`config.mk`:
```
export PLATFORM = sky130hd
export DESIGN_NAME = selt_ram
export DESIGN_NICKNAME = d
export VERILOG_FILES = /design/src/rtl/selt_ram.sv
export SDC_FILE = /design/constraint.sdc
export NUM_CORES = 2
export LEC_CHECK = 0
export BUFFER_PORTS_ARGS = -buffer_cell sky130_fd_sc_hd__buf_4
export CORE_ASPECT_RATIO = 1.2
export CORE_UTILIZATION = 40
export DETAILED_ROUTE_END_ITERATION = 8
export PLACE_DENSITY_LB_ADDON = 0.25
export SETUP_SLACK_MARGIN = 0.1
export SYNTH_ARGS = -nofsm -noshare
export SYNTH_HDL_FRONTEND = slang
export SYNTH_SLANG_ARGS = --single-unit
export TNS_END_PERCENT = 5
```
`constraint.sdc`:
```
create_clock -name clock -period 9.63 [get_ports clock]
set_input_delay 0.4815 -clock clock [delete_from_list [all_inputs] [get_ports clock]]
set_output_delay 0.4815 -clock clock [all_outputs]
set_load 0.02 [all_outputs]
```
`src/rtl/selt_ram.sv`:
```
// generic single write port ram with registered read
module selt_ram #(
   parameter int WIDTH = 32,
   parameter int DEPTH = 64
) (
   input  logic                                   clock,
   input  logic                                   wr_en,
   input  logic [((DEPTH > 1) ? $clog2(DEPTH) : 1)-1:0] wr_addr,
   input  logic [WIDTH-1:0]                       wr_data,
   input  logic [((DEPTH > 1) ? $clog2(DEPTH) : 1)-1:0] rd_addr,
   output logic [WIDTH-1:0]                       rd_data
);

   logic [WIDTH-1:0] mem_ff [DEPTH];
   logic [WIDTH-1:0] rd_data_ff;

   always_ff @(posedge clock) begin
      if (wr_en) begin
         mem_ff[wr_addr] <= wr_data;
      end
      rd_data_ff <= mem_ff[rd_addr];
   end

   assign rd_data = rd_data_ff;

endmodule

```
Word-level counts from Yosys, hierarchy flattened

Memories as Yosys holds them, arrays and structs flattened. A register that Yosys moved wholly into a read port is not among the register bits.
Cells that the tools add are included.
Widths: inputs -> output; s select.

Logic and storage cells: 3
RAM bits: 2048
Bits in read-only memories: 0
Latch bits: 0
Input bits: 46
Bits in registers: 0
Output and inout port bits: 32
Memories: 1

Bitwise logic cells: 0
Order comparisons: 0
Multiply operators: 0
Reductions and logical operators: 0
Div/mod/pow operators: 0
Mux-type cells: 2
Equality and inequality tests: 0
Shifts and indexed selects: 0
Add/subtract/negate cells: 0

Memories:

| memory | words | bits a word | read ports | clocked after Yosys merged registers in | wr ports | RTL line | text |
|---|---|---|---|---|---|---|---|
| mem_ff | 64    | 32          | 1          | 1                                       | 1        | 14       | `logic [WIDTH-1:0] mem_ff [DEPTH];` |

Operator list:

| kind   | count |
|---|---|
| $mux 1 | 2 |

Longest topological paths before layout

Depth after elaboration: 2
Mapped depth: 10
Gate-level depth less buffers: 5

Worst setup path after synthesis

OpenSTA, ideal clock, no wires.

Path type: input port to flip-flop
From: input wr_addr[3] in the netlist's numbering
To: memory mem_ff[48][0], enable pin
Data required time: 9.169 ns
Stages: 4
Buffers on the path: 1
Arrival time: 3.180 ns
Slack: 5.989 ns
Library setup time: 0.461 ns
Path through: clkbuf_1 > nor2b_1 > nand4b_1 > nor3_1

RTL lines:

| element            | RTL line | text |
|---|---|---|
| start: declaration | 8        | `input logic [((DEPTH > 1) ? $clog2(DEPTH) : 1)-1:0] wr_addr,` |
| end: declaration   | 14       |  |

Straight into the memory's write port.

==> Implementation_results.wiki <==
{| class="wikitable"
! Metric !! Value
|-
| Total negative slack for setup checks || 0 ns
|-
| Share of the yosys chip area belonging to registers || 0.791
|-
| Cell Rows || 177
|-
| Master cell of the clock root buffer || clkbuf_16
|-
| Number of top-level pins || 78
|-
| Total routing usage reported by global routing || 0.213
|-
| Number of enable flip-flop cells after synthesis || just over 2000
|-
| Number of cells on the worst reg-to-reg path || 5
|-
| Upper clock frequency limit || between 200 and 300 MHz
|-
| Number of remaining DRC errors || 0
|-
| Number of setup violations in the final report || 0
|-
| Number of nets in the synthesized netlist || between 3000 and 4000
|-
| Antenna-violating nets left || 0
|-
| RSZ-0062 raised after global routing || no
|-
| Resized cells post-CTS || 0
|-
| Worst-margin pin slew || 1.30 ns
|-
| Syn Inst Count || 3324
|-
| Max-slew violations || 0
|-
| Filler cells || 16111
|-
| HP Class || input port to flop
|-
| Clock transition at path regs || roughly 0.06 ns
|-
| Shortest clock period the worst path allows after layout || 3.56 ns
|-
| Number of clock sinks || between 2000 and 2500
|-
| Area enclosed by the die boundary || 198000 µm²
|-
| Initial cell density of the core || 0.404
|-
| Yosys reg bits || around 2100
|-
| Post-CTS Hold Fix Bufs || 0
|-
| CTS buffer count || ~200
|-
| Post-route fraction of the period consumed by the critical path || 0.370
|-
| Cell types with the largest area share after synthesis || edfxtp_1 (78%), mux4_2 (16%), mux2i_1 (1.2%)
|-
| Cell types with the highest counts after synthesis || edfxtp_1 (2048), mux4_2 (544), nor2_1 (137)
|-
| DP Worst Slack || 5.27 ns
|-
| Height of the chip || roughly 490 µm
|-
| Overall power of the completed layout || approximately 19 mW
|-
| FFs w/ async S/R, synth || 0
|-
| Yosys top cell area share || 0.783
|-
| Arrival time of data at the critical path endpoint || 4.23 ns
|-
| TritonCTS clock tree || done
|-
| Vias in the first global route || roughly 38000
|-
| Wire length of the first global-routing pass || just under 300 mm
|-
| Worst-case clock skew || ~0.024 ns
|-
| Total grt overflow || 0
|-
| Element type at the critical path end || flop
|-
| Width of the die || around 410 µm
|-
| Final layout net count || 3564
|-
| Worst Path Class, Setup || input port to flop
|-
| Worst-Skew Late Latency || 0.84 ns
|-
| Post-route worst setup slack || a little over 6 ns
|-
| Most frequently used cell type in the post-synthesis netlist || edfxtp_1
|-
| Final wirelength || approximately 210 mm
|-
| Port bufs || 77
|-
| Worst hold path depth || 1
|-
| Power Dens Cells || around 210 nW/µm²
|-
| Post-Syn Area || ~79000 µm²
|-
| Per-cell routed wire length || roughly 33 µm
|-
| Post-DP HPWL || 113 mm
|-
| Slew Limit Headroom || 0.134
|-
| Final Hold Violating Endpoints || 0
|-
| Buffers from clock root to sink, at most || 3
|-
| Slowest stage delay, CP || around 0.76 ns
|-
| Detailed-router iteration count before antenna repair || 6
|-
| Fraction of layout cells with a size suffix above 1 || 0.289
|-
| Mean number of vias per cell || 5.80
|-
| Mean instance size in the synthesized netlist || approximately 24 µm²
|-
| DRT iter0 DRCs || 4269
|-
| Met3 WL post-DR || roughly 13 mm
|-
| RD Place Congestion || around 0.81
|-
| Commonest register cell after synthesis || edfxtp_1
|-
| Area growth from synthesis to final layout || 13.7%
|-
| Yosys Warn Count || 0
|-
| Number of H-tree levels || 4
|-
| Startpoint class of the critical path || input port
|-
| Antenna violations before repair || 19
|-
| Buffers inserted by post-CTS timing repair || 0
|-
| Cell taking the most area after synthesis || edfxtp_1
|-
| Worst ir drop on vdd || between 0.15 and 0.2 mV
|-
| Worst path cell trace || buf_8 > buf_4 > buf_4 > mux4_2 > o221ai_1 > a21oi_1 > a21oi_1 > nor2_1
|-
| Topmost layer with routed signal wires || met5
|-
| Data required time of the worst path || 10.30 ns
|-
| Area of the core || roughly 190000 µm²
|-
| Post-Route M1 WL || 85.1 mm
|-
| Result of the run || complete, no violations
|-
| Reported max-cap violation count || 0
|-
| Maximum number of pins on one net before global-route repair || 93
|-
| Vias || 36516
|-
| Number of unique standard cell types used by synthesis || 34
|-
| Crit Path Max Fanout || between 50 and 60
|-
| Leakage component of the power || 27.5 nW
|-
| Cell with the largest stage delay on the worst path || a21oi_1
|-
| Met2 Routed Length || approximately 100 mm
|}
## cells by family (layout without fill, tap and decap cells)
| family | Yosys count | after routing | synth area share |
|---|---|---|---|
| simple gates | 223 | 223 | 0.0127 |
| mux | 637 | 637 | 0.168 |
| compound gates | 202 | 202 | 0.0167 |
| buf+inv | 182 | 550 | 0.0113 |
| flops | 2080 | 2080 | 0.791 |
| other cells | 0 | 4 | 0 |
## stage by stage
step / instance area (µm²) / util / hold slack [ns] / cells
2_1_floorplan: 78500 / - / 0.580 / 3324
3_3_place_gp: 82800 / 0.426 / 0.727 / 5912
3_5_place_dp: 82800 / 0.426 / 0.776 / 5912
4_1_cts: 89300 / 0.459 / 0.142 / 6287
5_1_grt: 89300 / 0.459 / 0.184 / 6288
6_report: 89300 / 0.459 / 0.164 / 6291
## state kept, by name, summed over array words and instances (netlist names)
signal	flops
mem_ff	2048
rd_data	32
## final timing paths
| kind | startpoint | slack, ns | end |
|---|---|---|---|
| max | rd_addr[2] | 6.07 | rd_data[11] |
| min reg2reg | mem_ff[28][4] | 0.79 | rd_data[4] |
| min | wr_data[14] | 0.16 | mem_ff[20][14] |
| max reg2reg | mem_ff[45][11] | 7.29 | rd_data[11] |
## critical path: cells and delay by family
kind / cells / cell delay [ns]
AOI/OAI and AO/OA: 3 / 1.23
buffers and inverters: 3 / 1.82
muxes: 1 / 0.41
and+or+nand+nor: 1 / 0.13
## power by group
group	switching (mW)	internal (mW)
Sequential	0.0518	10.0
Clock	3.34	4.52
Combinational	0.599	0.337
## routing by layer
| layer | global-route usage | vias up |
|---|---|---|
| met1 | 0.295 | 20281 |
| met5 | 0 | - |
| met4 | 0.0571 | 18 |
| met3 | 0.0321 | 266 |
| li1 | - | 14658 |
| met2 | 0.351 | 1293 |
## area by class of cell
cell class | instances | area (µm²) | area share
clock inverter | 90 | 947 | 0.0106
clock buffer | 285 | 5590 | 0.0626
tap | 2595 | 3250 | 0.0364
antenna | 4 | 10.0 | 0.000112
timing repair buffer | 175 | 1400 | 0.0157
sequential | 2080 | 62100 | 0.696
multi-input combinational | 1062 | 16000 | 0.179
## placed cells by master, fill, tap and decap left out, types with 62 or more instances in the layout
master,netlist,layout
o22ai_1,84,84
edfxtp_1,2048,2048
a21oi_1,62,62
buf_4,25,166
mux2i_1,93,93
clkbuf_16,0,207
mux4_2,544,544
nor2_1,137,75
clkbuf_1,74,66
nor2_4,0,62
Power figures use the tool's default switching activity.
