**src/rtl/selt_pkg.sv**
```systemverilog
// shared types, widths and codes of the shared/exclusive lock table
package selt_pkg;

   localparam int SELT_MAX_ENTRIES  = 64;
   localparam int SELT_OWNER_BUDGET = 8;

   localparam int KEY_W   = 32;
   localparam int TXN_W   = 32;
   localparam int OWN_W   = 4;
   localparam int TOTAL_W = 7;

   typedef enum logic {
      OP_ACQUIRE = 1'b0,
      OP_RELEASE = 1'b1
   } op_type;

   function automatic int selt_clog2(input int n);
      return (n > 1) ? $clog2(n) : 1;
   endfunction

endpackage

```
**src/rtl/selt_cmp.sv**
```systemverilog
// shared 32-bit equality compare used for row keys and owner ids
module selt_cmp
   import selt_pkg::*;
(
   input  logic [KEY_W-1:0] a,
   input  logic [KEY_W-1:0] b,
   output logic             eq
);

   logic [KEY_W-1:0] diff;

   assign diff = a ^ b;
   assign eq   = ~|diff;

endmodule

```
**config.mk**
```make
export PLATFORM = sky130hd
export DESIGN_NAME = selt_cmp
export DESIGN_NICKNAME = d
export VERILOG_FILES = /design/src/rtl/selt_pkg.sv /design/src/rtl/selt_cmp.sv
export SDC_FILE = /design/constraint.sdc
export NUM_CORES = 1
export LEC_CHECK = 0
export BUFFER_PORTS_ARGS = -buffer_cell sky130_fd_sc_hd__buf_4
export CAP_MARGIN = 5
export CORE_AREA = 3 3 40 42
export DETAILED_ROUTE_END_ITERATION = 16
export DIE_AREA = 0 0 43 45
export GPL_TIMING_DRIVEN = 0
export PLACE_DENSITY = 0.83
export SETUP_SLACK_MARGIN = 0.05
export SLEW_MARGIN = 20
export SYNTH_ARGS = -nofsm -noshare
export SYNTH_HDL_FRONTEND = slang
export SYNTH_SLANG_ARGS = --single-unit
```
**constraint.sdc**
```tcl
create_clock -name vclk -period 1.2
set_input_delay 0.24 -clock vclk [all_inputs]
set_output_delay 0.24 -clock vclk [all_outputs]
set_load 0.01 [all_outputs]
```
=== After elaboration in Yosys (flattened, before gate mapping) ===
Index checks and enable logic that the tools add are counted.

* Register bits after elaboration: 0
* Input port bits: 64
* Logic and storage cells: 3
* Output and inout bits: 1

* Reductions and logical operators: 2
* Bitwise logic cells: 1

{| class="wikitable"
|+ Operator list
! cell !! number
|-
| 32-bit OR reduction || 1
|-
| 32-bit XOR || 1
|-
| 1-bit logical NOT || 1
|}

=== Depth between registers and ports, before layout ===
Gate-level depths: netlist of run 1.

* Word-level depth: 3
* Gate-level depth with buffers: 4
* Gate-level depth less buffers: 4

=== Worst setup path after synthesis of run 1 ===
No wires, ideal clock.

* Path kind: in2out
* Start: input port b[31]
* End: output port eq
* Setup slack: 0.026 ns
* Required time: 0.960 ns
* Arrival time: 0.934 ns
* Buffers on the path: 0
* Stages on the path: 4
* Path through: xor2_1 nor4_1 nand4_1 nor2_1

* Word-level cells in the longest chain between the ends: 3

{| class="wikitable"
|+ RTL lines
! item !! RTL line !! source
|-
| from (decl) || selt_cmp.sv:6 || <nowiki>input logic [KEY_W-1:0] b,</nowiki>
|-
| 32-bit XOR || selt_cmp.sv:12 || <nowiki>assign diff = a ^ b;</nowiki>
|-
| 32-bit OR reduction || selt_cmp.sv:13 || <nowiki>assign eq = ~|diff;</nowiki>
|-
| 1-bit logical NOT || selt_cmp.sv:13 ||
|-
| to (decl) || selt_cmp.sv:7 || <nowiki>output logic eq</nowiki>
|}

Every way passes these cells.

=== Worst setup path in the final report of run 1 ===
Ends and elaborated chain as after synthesis.

==> flow_summary.json, run 1 <==
{
  "status": "finished with violations",
  "violations": "setup timing",
  "hold_viol": 0,
  "setup_viol": 1,
  "max_slew_margin": 0.829,
  "seq_cells": 0,
  "clock.fmax_mhz": 707,
  "layout_commonest_cell": "buf_4",
  "ys_seq_area_frac": 0,
  "worst_path_max_delay_cell": "nor4_1",
  "crit_top_cell": "buf_4",
  "antenna_found_initial": 0,
  "antennaDiodeCount": 0,
  "routed_wl_microns": 1390,
  "grt_overflow": 0,
  "die_area_sq_mm": 0.00194,
  "period_minus_slack_ns": 1.42,
  "yosysUniqueCellTypes": 4,
  "cpPeakStageDelay_ns": 0.29,
  "synth_nets": 107,
  "worstPathArrival_ns": 1.18,
  "synth.avg_cell_area_sq_um": 8.06,
  "syn_inst": 43,
  "leakage_nw": 0.456,
  "path_buf_inv": 2,
  "worst_slack_ns": -0.215,
  "hold_path.class": "in -> out",
  "place_congestion": 0.592,
  "critPathCaptureType": "output pin",
  "synthTopCellsByArea": "xor2_1 (81%), nor4_1 (14%), nand4_1 (3.6%)",
  "peakVddDrop_v": 0.000165,
  "syn_to_final_growth_pct": 152,
  "final_core_util": 0.681,
  "synth_top_area_share": 0.809,
  "synth_area_sq_um": 347,
  "grt_pass1_wl_microns": 1970,
  "path_delay_family": "simple AND/OR/NAND/NOR gates",
  "crit_type": "in -> out",
  "cp_cell_sequence": "buf_4 > xor2_1 > nor4_1 > nand4_1 > nor2_2 > buf_4",
  "portBuffers": 65,
  "fill_cells": 111,
  "drtPass1Iterations": 1,
  "fin_crit_sh": 1.18,
  "hpwlAfterDp_microns": 1280,
  "synth_area_leader_cell": "xor2_1",
  "first_global_vias": 577,
  "nets": 174,
  "drive_gt1_frac": 0.639,
  "drcViolationCount": 0,
  "nClkBuffers": 0,
  "drtIter0Drc": 0,
  "wl_per_cell_microns": 11.3,
  "path_max_fanout": 1,
  "grt_max_degree": 2,
  "slew_viol_final": 0,
  "fp.dieW_microns": 43,
  "required_ns": 0.96,
  "yosysWarnings": 0,
  "cp-start-kind": "input pin",
  "tightest_slew_ns": 0.255,
  "rsz0062_at_grt": "true",
  "core.rowCount": 13,
  "vias_per_cell": 4.46,
  "final_cell_mix": "buf_4 (65), xor2_1 (32), nor4_1 (5)",
  "start_util": 0.270,
  "io_pins": 65,
  "fp.dieH_microns": 45,
  "power_density_mw_per_mm2": 308,
  "coreArea_sq_mm": 0.00128,
  "drtAntennaViolNets": 0,
  "register_area_sq_um": 0,
  "vias": 549,
  "maxCapViolCount": 0,
  "dp_slack_ns": -0.241,
  "grt_use_total": 0.127
}
## path summary, 6_finish.rpt
check	start	slack, ns	endpoint	cells after the start
hold / removal	b[30]	1.0	eq	6
setup / recovery	b[31]	-0.22	eq	6
## tightest hold or removal path, stage by stage
cell and delay [ns]:
buf_4 0.08, xor2_1 0.12, nor4_1 0.06, nand4_1 0.08, nor2_2 0.04, buf_4 0.13
## report_power, final
group          total, W  switching, W  internal [W]
logic          0.000269     0.0000876      0.000182
clock network         0             0             0
registers             0             0             0
## metrics by stage
stage	cell area (sq um)	TNS (ns)	power (W)	std cells	hold WS, ns
after global routing	875	-0.301	0.000294	123	1.05
after detailed placement	856	-0.241	0.000262	123	1.01
after floorplan	349	0	0.0000755	43	0.756
after CTS	856	-0.241	0.000263	123	1.01
final	875	-0.215	0.000269	123	0.997
after global placement	856	-0.251	0.000253	123	0.989
## logic make-up (layout without fill, tap and decap cells)
| kind of cell | after synthesis | count (layout) | share of synthesized area |
|---|---|---|---|
| xor gates and xnor gates | 32 | 32 | 0.809 |
| and+or+nand+nor | 11 | 11 | 0.191 |
| buffers and inverters | 0 | 65 | 0 |
## per-layer routing
metal | part of all wire | track usage
met5 | 0 | 0
met1 | 0.26 | 0.105
met2 | 0.61 | 0.317
met3 | 0.13 | 0.0120
met4 | 0 | 0
## cell type report
type	count	area, sq um	share of cell area
well taps	15	18.8	0.0215
repair buffers	65	488	0.558
multi-input cells	43	368	0.421
## synthesized netlist by cell type (all sizes together)
| cell | n |
|---|---|
| nor4 | 8 |
| nor2 | 1 |
| xor2 | 32 |
| nand4 | 2 |
## timing repair
action	CTS	global route
hold buffers	0	0
cloned	0	0
buffers inserted	0	0
endpoints found under the setup margin	1	1
pin swaps	1	2
hold endpoints to repair	0	0
resized for setup	0	3
(Power assumes the default switching activity.)
==> run 2, diff against run 1 <==
--- a/config.mk
+++ b/config.mk
@@ -13,6 +13,7 @@
 export GPL_TIMING_DRIVEN = 0
 export PLACE_DENSITY = 0.83
 export SETUP_SLACK_MARGIN = 0.05
+export SKIP_LAST_GASP = 1
 export SLEW_MARGIN = 20
 export SYNTH_ARGS = -nofsm -noshare
 export SYNTH_HDL_FRONTEND = slang
==> run 2 against run 1 <==
The run still ends with setup timing left. Final area did not move. Total power stayed put. Critical path depth unchanged. Sequential cell count is the same. Combinational power barely moved. Maximum frequency is the same. Utilization unchanged. Via count did not move. Count of clock-buffer cells in the layout is the same. Worst setup slack stayed put. Sequential share of layout area is the same. Critical endpoint unchanged.
==> flow_summary.json, run 2 (synthesis gave the netlist of run 1 again) <==
{
  "status": "finished with violations",
  "violations": "setup timing",
  "antennaDiodeCount": 0,
  "fp.dieH_microns": 45,
  "hpwlAfterDp_microns": 1280,
  "drtAntennaViolNets": 0,
  "leakage_nw": 0.456,
  "peakVddDrop_v": 0.000165,
  "first_global_vias": 577,
  "hold_viol": 0,
  "placed_area_sq_um": 856,
  "slew_viol_final": 0,
  "place_inst": 123,
  "cpPeakStageDelay_ns": 0.29,
  "tightest_slew_ns": 0.255,
  "fin_cells": 123,
  "path_buf_inv": 2,
  "path_max_fanout": 1,
  "fin_area_sq_um": 875,
  "fp.dieW_microns": 43,
  "routed_wl_microns": 1390,
  "drive_gt1_frac": 0.639,
  "p_sw_w": 0.0000876,
  "rsz0062_at_grt": "true",
  "p_int_w": 0.000182,
  "path_delay_family": "simple AND/OR/NAND/NOR gates",
  "nets": 174,
  "grt_use_total": 0.127,
  "antenna_found_initial": 0,
  "crit_top_cell": "buf_4",
  "drcViolationCount": 0,
  "coreArea_sq_mm": 0.00128,
  "cts_hold_buf": 0,
  "power_density_mw_per_mm2": 308,
  "io_pins": 65,
  "worst_slack_ns": -0.215,
  "core.rowCount": 13,
  "max_slew_margin": 0.829,
  "layout_commonest_cell": "buf_4",
  "drtIter0Drc": 0,
  "finalPower_w": 0.000269,
  "pwr-share-comb": 1.000,
  "place_congestion": 0.592,
  "worstPathArrival_ns": 1.18,
  "die_area_sq_mm": 0.00194,
  "syn_to_final_growth_pct": 152,
  "final_cell_mix": "buf_4 (65), xor2_1 (32), nor4_1 (5)",
  "grt_pass1_wl_microns": 1970,
  "register_area_sq_um": 0,
  "drtPass1Iterations": 1,
  "grt_overflow": 0,
  "setup_viol": 1,
  "postCtsSetupRepairBufs": 0,
  "hold_path.class": "in -> out",
  "dp_slack_ns": -0.241,
  "power.share.clock": 0,
  "seq_power_share": 0,
  "fin_crit_sh": 1.18,
  "portBuffers": 65,
  "worst_path_max_delay_cell": "nor4_1",
  "grt_max_degree": 2,
  "seq_cells": 0,
  "critPathCaptureType": "output pin",
  "netSwitchingFraction": 0.325,
  "cp-start-kind": "input pin",
  "crit_type": "in -> out",
  "nClkBuffers": 0,
  "required_ns": 0.96,
  "clock.fmax_mhz": 707,
  "maxCapViolCount": 0,
  "wl_per_cell_microns": 11.3,
  "vias_per_cell": 4.46,
  "cp_cell_sequence": "buf_4 > xor2_1 > nor4_1 > nand4_1 > nor2_2 > buf_4",
  "start_util": 0.270,
  "period_minus_slack_ns": 1.42,
  "fin_tns_setup_ns": -0.215,
  "vias": 549
}
run 2: cell counts in the layout (fill, tap and decap cells not counted):
No cell type changed its count.
run 2: repair_timing:
item	4_1_cts	5_1_grt
gates resized for setup	0	3
gates cloned	0	0
pin swaps	1	2
endpoints found under the setup margin	1	1
run 2: through the flow:
| stage | utilization | hold WS, ns |
|---|---|---|
| after CTS | 0.666 | 1.01 |
| after detailed placement | 0.666 | 1.01 |
| after global placement | 0.666 | 0.989 |
| final | 0.681 | 0.997 |
| after floorplan | - | 0.756 |
| after global routing | 0.681 | 1.05 |
run 2: area by class of cell:
class	instances	area, sq um
tap	15	18.8
multi-input combinational	43	368
fill	111	410
timing repair buffer	65	488
run 2: path summary, 6_finish.rpt:
check	from	endpoint	slack, ns	depth (start not counted)
worst max-delay path	b[31]	eq	-0.22	6
worst min-delay path	b[30]	eq	1.0	6
run 2: routing by layer:
layer | GRT usage | part of all wire | wire length, microns | up-vias
met1 | 0.105 | 0.26 | 362 | 231
li1 | - | - | - | 279
met4 | 0 | 0 | 0 | 0
met5 | 0 | 0 | 0 | -
met3 | 0.0120 | 0.13 | 179 | 0
met2 | 0.317 | 0.61 | 845 | 39
run 2: power groups by stage:
stage / Sequential (W) / Clock (W) / Combinational (W)
2_1_floorplan: 0 / 0 / 0.0000755
3_3_place_gp: 0 / 0 / 0.000253
3_5_place_dp: 0 / 0 / 0.000262
4_1_cts: 0 / 0 / 0.000263
5_1_grt: 0 / 0 / 0.000294
6_report: 0 / 0 / 0.000269
==> run 3, diff against run 2 <==
--- a/config.mk
+++ b/config.mk
@@ -11,7 +11,7 @@
 export DETAILED_ROUTE_END_ITERATION = 16
 export DIE_AREA = 0 0 43 45
 export GPL_TIMING_DRIVEN = 0
-export PLACE_DENSITY = 0.83
+export PLACE_DENSITY = 0.85
 export SETUP_SLACK_MARGIN = 0.05
 export SKIP_LAST_GASP = 1
 export SLEW_MARGIN = 20
==> run 3 against run 2 <==
The run still ends with setup timing left. Count of clock-buffer cells in the layout stayed put. Wire length fell by 1.5%. First-iteration DRC count unchanged. Worst setup slack worse by 0.0041 ns. Maximum frequency shrank 0.29%. Global-route usage rose by 0.66 points. Sequential share of layout area stayed put. Utilization up 3.9 points. Final area increased by 5.7%. Total power rose by 6.2%. Critical path type unchanged. Critical endpoint unchanged.
==> flow_summary.json, run 3 (synthesis gave the netlist of run 1 again) <==
{
  "status": "finished with violations",
  "violations": "setup timing",
  "clock.fmax_mhz": 705,
  "slew_viol_final": 0,
  "first_global_vias": 564,
  "nets": 174,
  "antenna_found_initial": 0,
  "antennaDiodeCount": 0,
  "pwr-share-comb": 1.000,
  "worstPathArrival_ns": 1.18,
  "drtAntennaViolNets": 0,
  "critPathCaptureType": "output pin",
  "coreArea_sq_mm": 0.00128,
  "layout_commonest_cell": "buf_4",
  "syn_to_final_growth_pct": 167,
  "setup_viol": 1,
  "peakVddDrop_v": 0.000165,
  "start_util": 0.270,
  "drive_gt1_frac": 0.667,
  "seq_cells": 0,
  "fp.dieW_microns": 43,
  "final_cell_mix": "buf_4 (57), xor2_1 (31), buf_6 (8)",
  "vias": 568,
  "fin_tns_setup_ns": -0.219,
  "fill_cells": 108,
  "finalPower_w": 0.000286,
  "holdPathStages": 6,
  "fin_area_sq_um": 925,
  "netSwitchingFraction": 0.325,
  "rsz0062_at_grt": "true",
  "hold_viol": 0,
  "leakage_nw": 0.468,
  "power_density_mw_per_mm2": 309,
  "die_area_sq_mm": 0.00194,
  "p_sw_w": 0.0000929,
  "wl_per_cell_microns": 11.1,
  "cp-start-kind": "input pin",
  "maxCapViolCount": 0,
  "crit_type": "in -> out",
  "fin_crit_sh": 1.18,
  "grt_use_total": 0.133,
  "grt_max_degree": 2,
  "nClkBuffers": 0,
  "core.rowCount": 13,
  "hold_path.class": "in -> out",
  "placed_area_sq_um": 856,
  "period_minus_slack_ns": 1.42,
  "register_area_sq_um": 0,
  "grt_pass1_wl_microns": 2110,
  "routed_wl_microns": 1370,
  "required_ns": 0.96,
  "fp.dieH_microns": 45,
  "p_int_w": 0.000193,
  "drtPass1Iterations": 1,
  "drtIter0Drc": 0,
  "worst_slack_ns": -0.219,
  "seq_power_share": 0,
  "vias_per_cell": 4.62,
  "tightest_slew_ns": 0.256,
  "portBuffers": 65,
  "hpwlAfterDp_microns": 1220,
  "io_pins": 65,
  "grt_overflow": 0,
  "drcViolationCount": 0,
  "power.share.clock": 0,
  "place_congestion": 0.619,
  "path_max_fanout": 1,
  "max_slew_margin": 0.828
}
-- run 3: cell counts in the layout (fill, tap and decap cells not counted) --
No cell type changed its count.
-- run 3: power by group through the flow --
stage               Clock (W)  Sequential (W)  Combinational, W
finish                      0               0          0.000286
global placement            0               0          0.000252
detailed placement          0               0          0.000259
CTS                         0               0          0.000268
global route                0               0          0.000313
floorplan                   0               0         0.0000755
-- run 3: layout make-up --
type / count / area (sq um) / area share
multi-input cells: 43 / 388 / 0.419
well taps: 15 / 18.8 / 0.0203
repair buffers: 65 / 518 / 0.560
-- run 3: final timing paths --
check,startpoint,to
worst min-delay path,b[20],eq
worst max-delay path,b[31],eq
-- run 3: what timing repair did --
item | 4_1_cts | 5_1_grt
setup endpoints to repair | 1 | 1
hold buffers | 0 | 0
pin swaps | 12 | 6
hold endpoints to repair | 0 | 0
buffers inserted | 0 | 0
gates resized for setup | 7 | 7
-- run 3: stage by stage --
step	utilization	std cells	setup slack, ns	hold slack [ns]
floorplan	-	43	0.0378	0.756
global placement	0.666	123	-0.272	0.984
detailed placement	0.666	123	-0.271	0.998
CTS	0.686	123	-0.241	1.01
global route	0.720	123	-0.312	1.06
finish	0.720	123	-0.219	0.995
-- run 3: per-layer routing --
metal  GRT usage  vias up  routed length, microns
li1            -      278                       -
met1       0.138      251                     358
met2       0.287       39                     830
met3      0.0279        0                     178
met4           0        0                       0
met5           0        -                       0
-- run 3: worst max-delay path, cell delays in order --
cell     delay (ns)
buf_4          0.11
xor2_1         0.15
nor4_1         0.29
nand4_1        0.15
nor2_2         0.12
buf_4          0.12
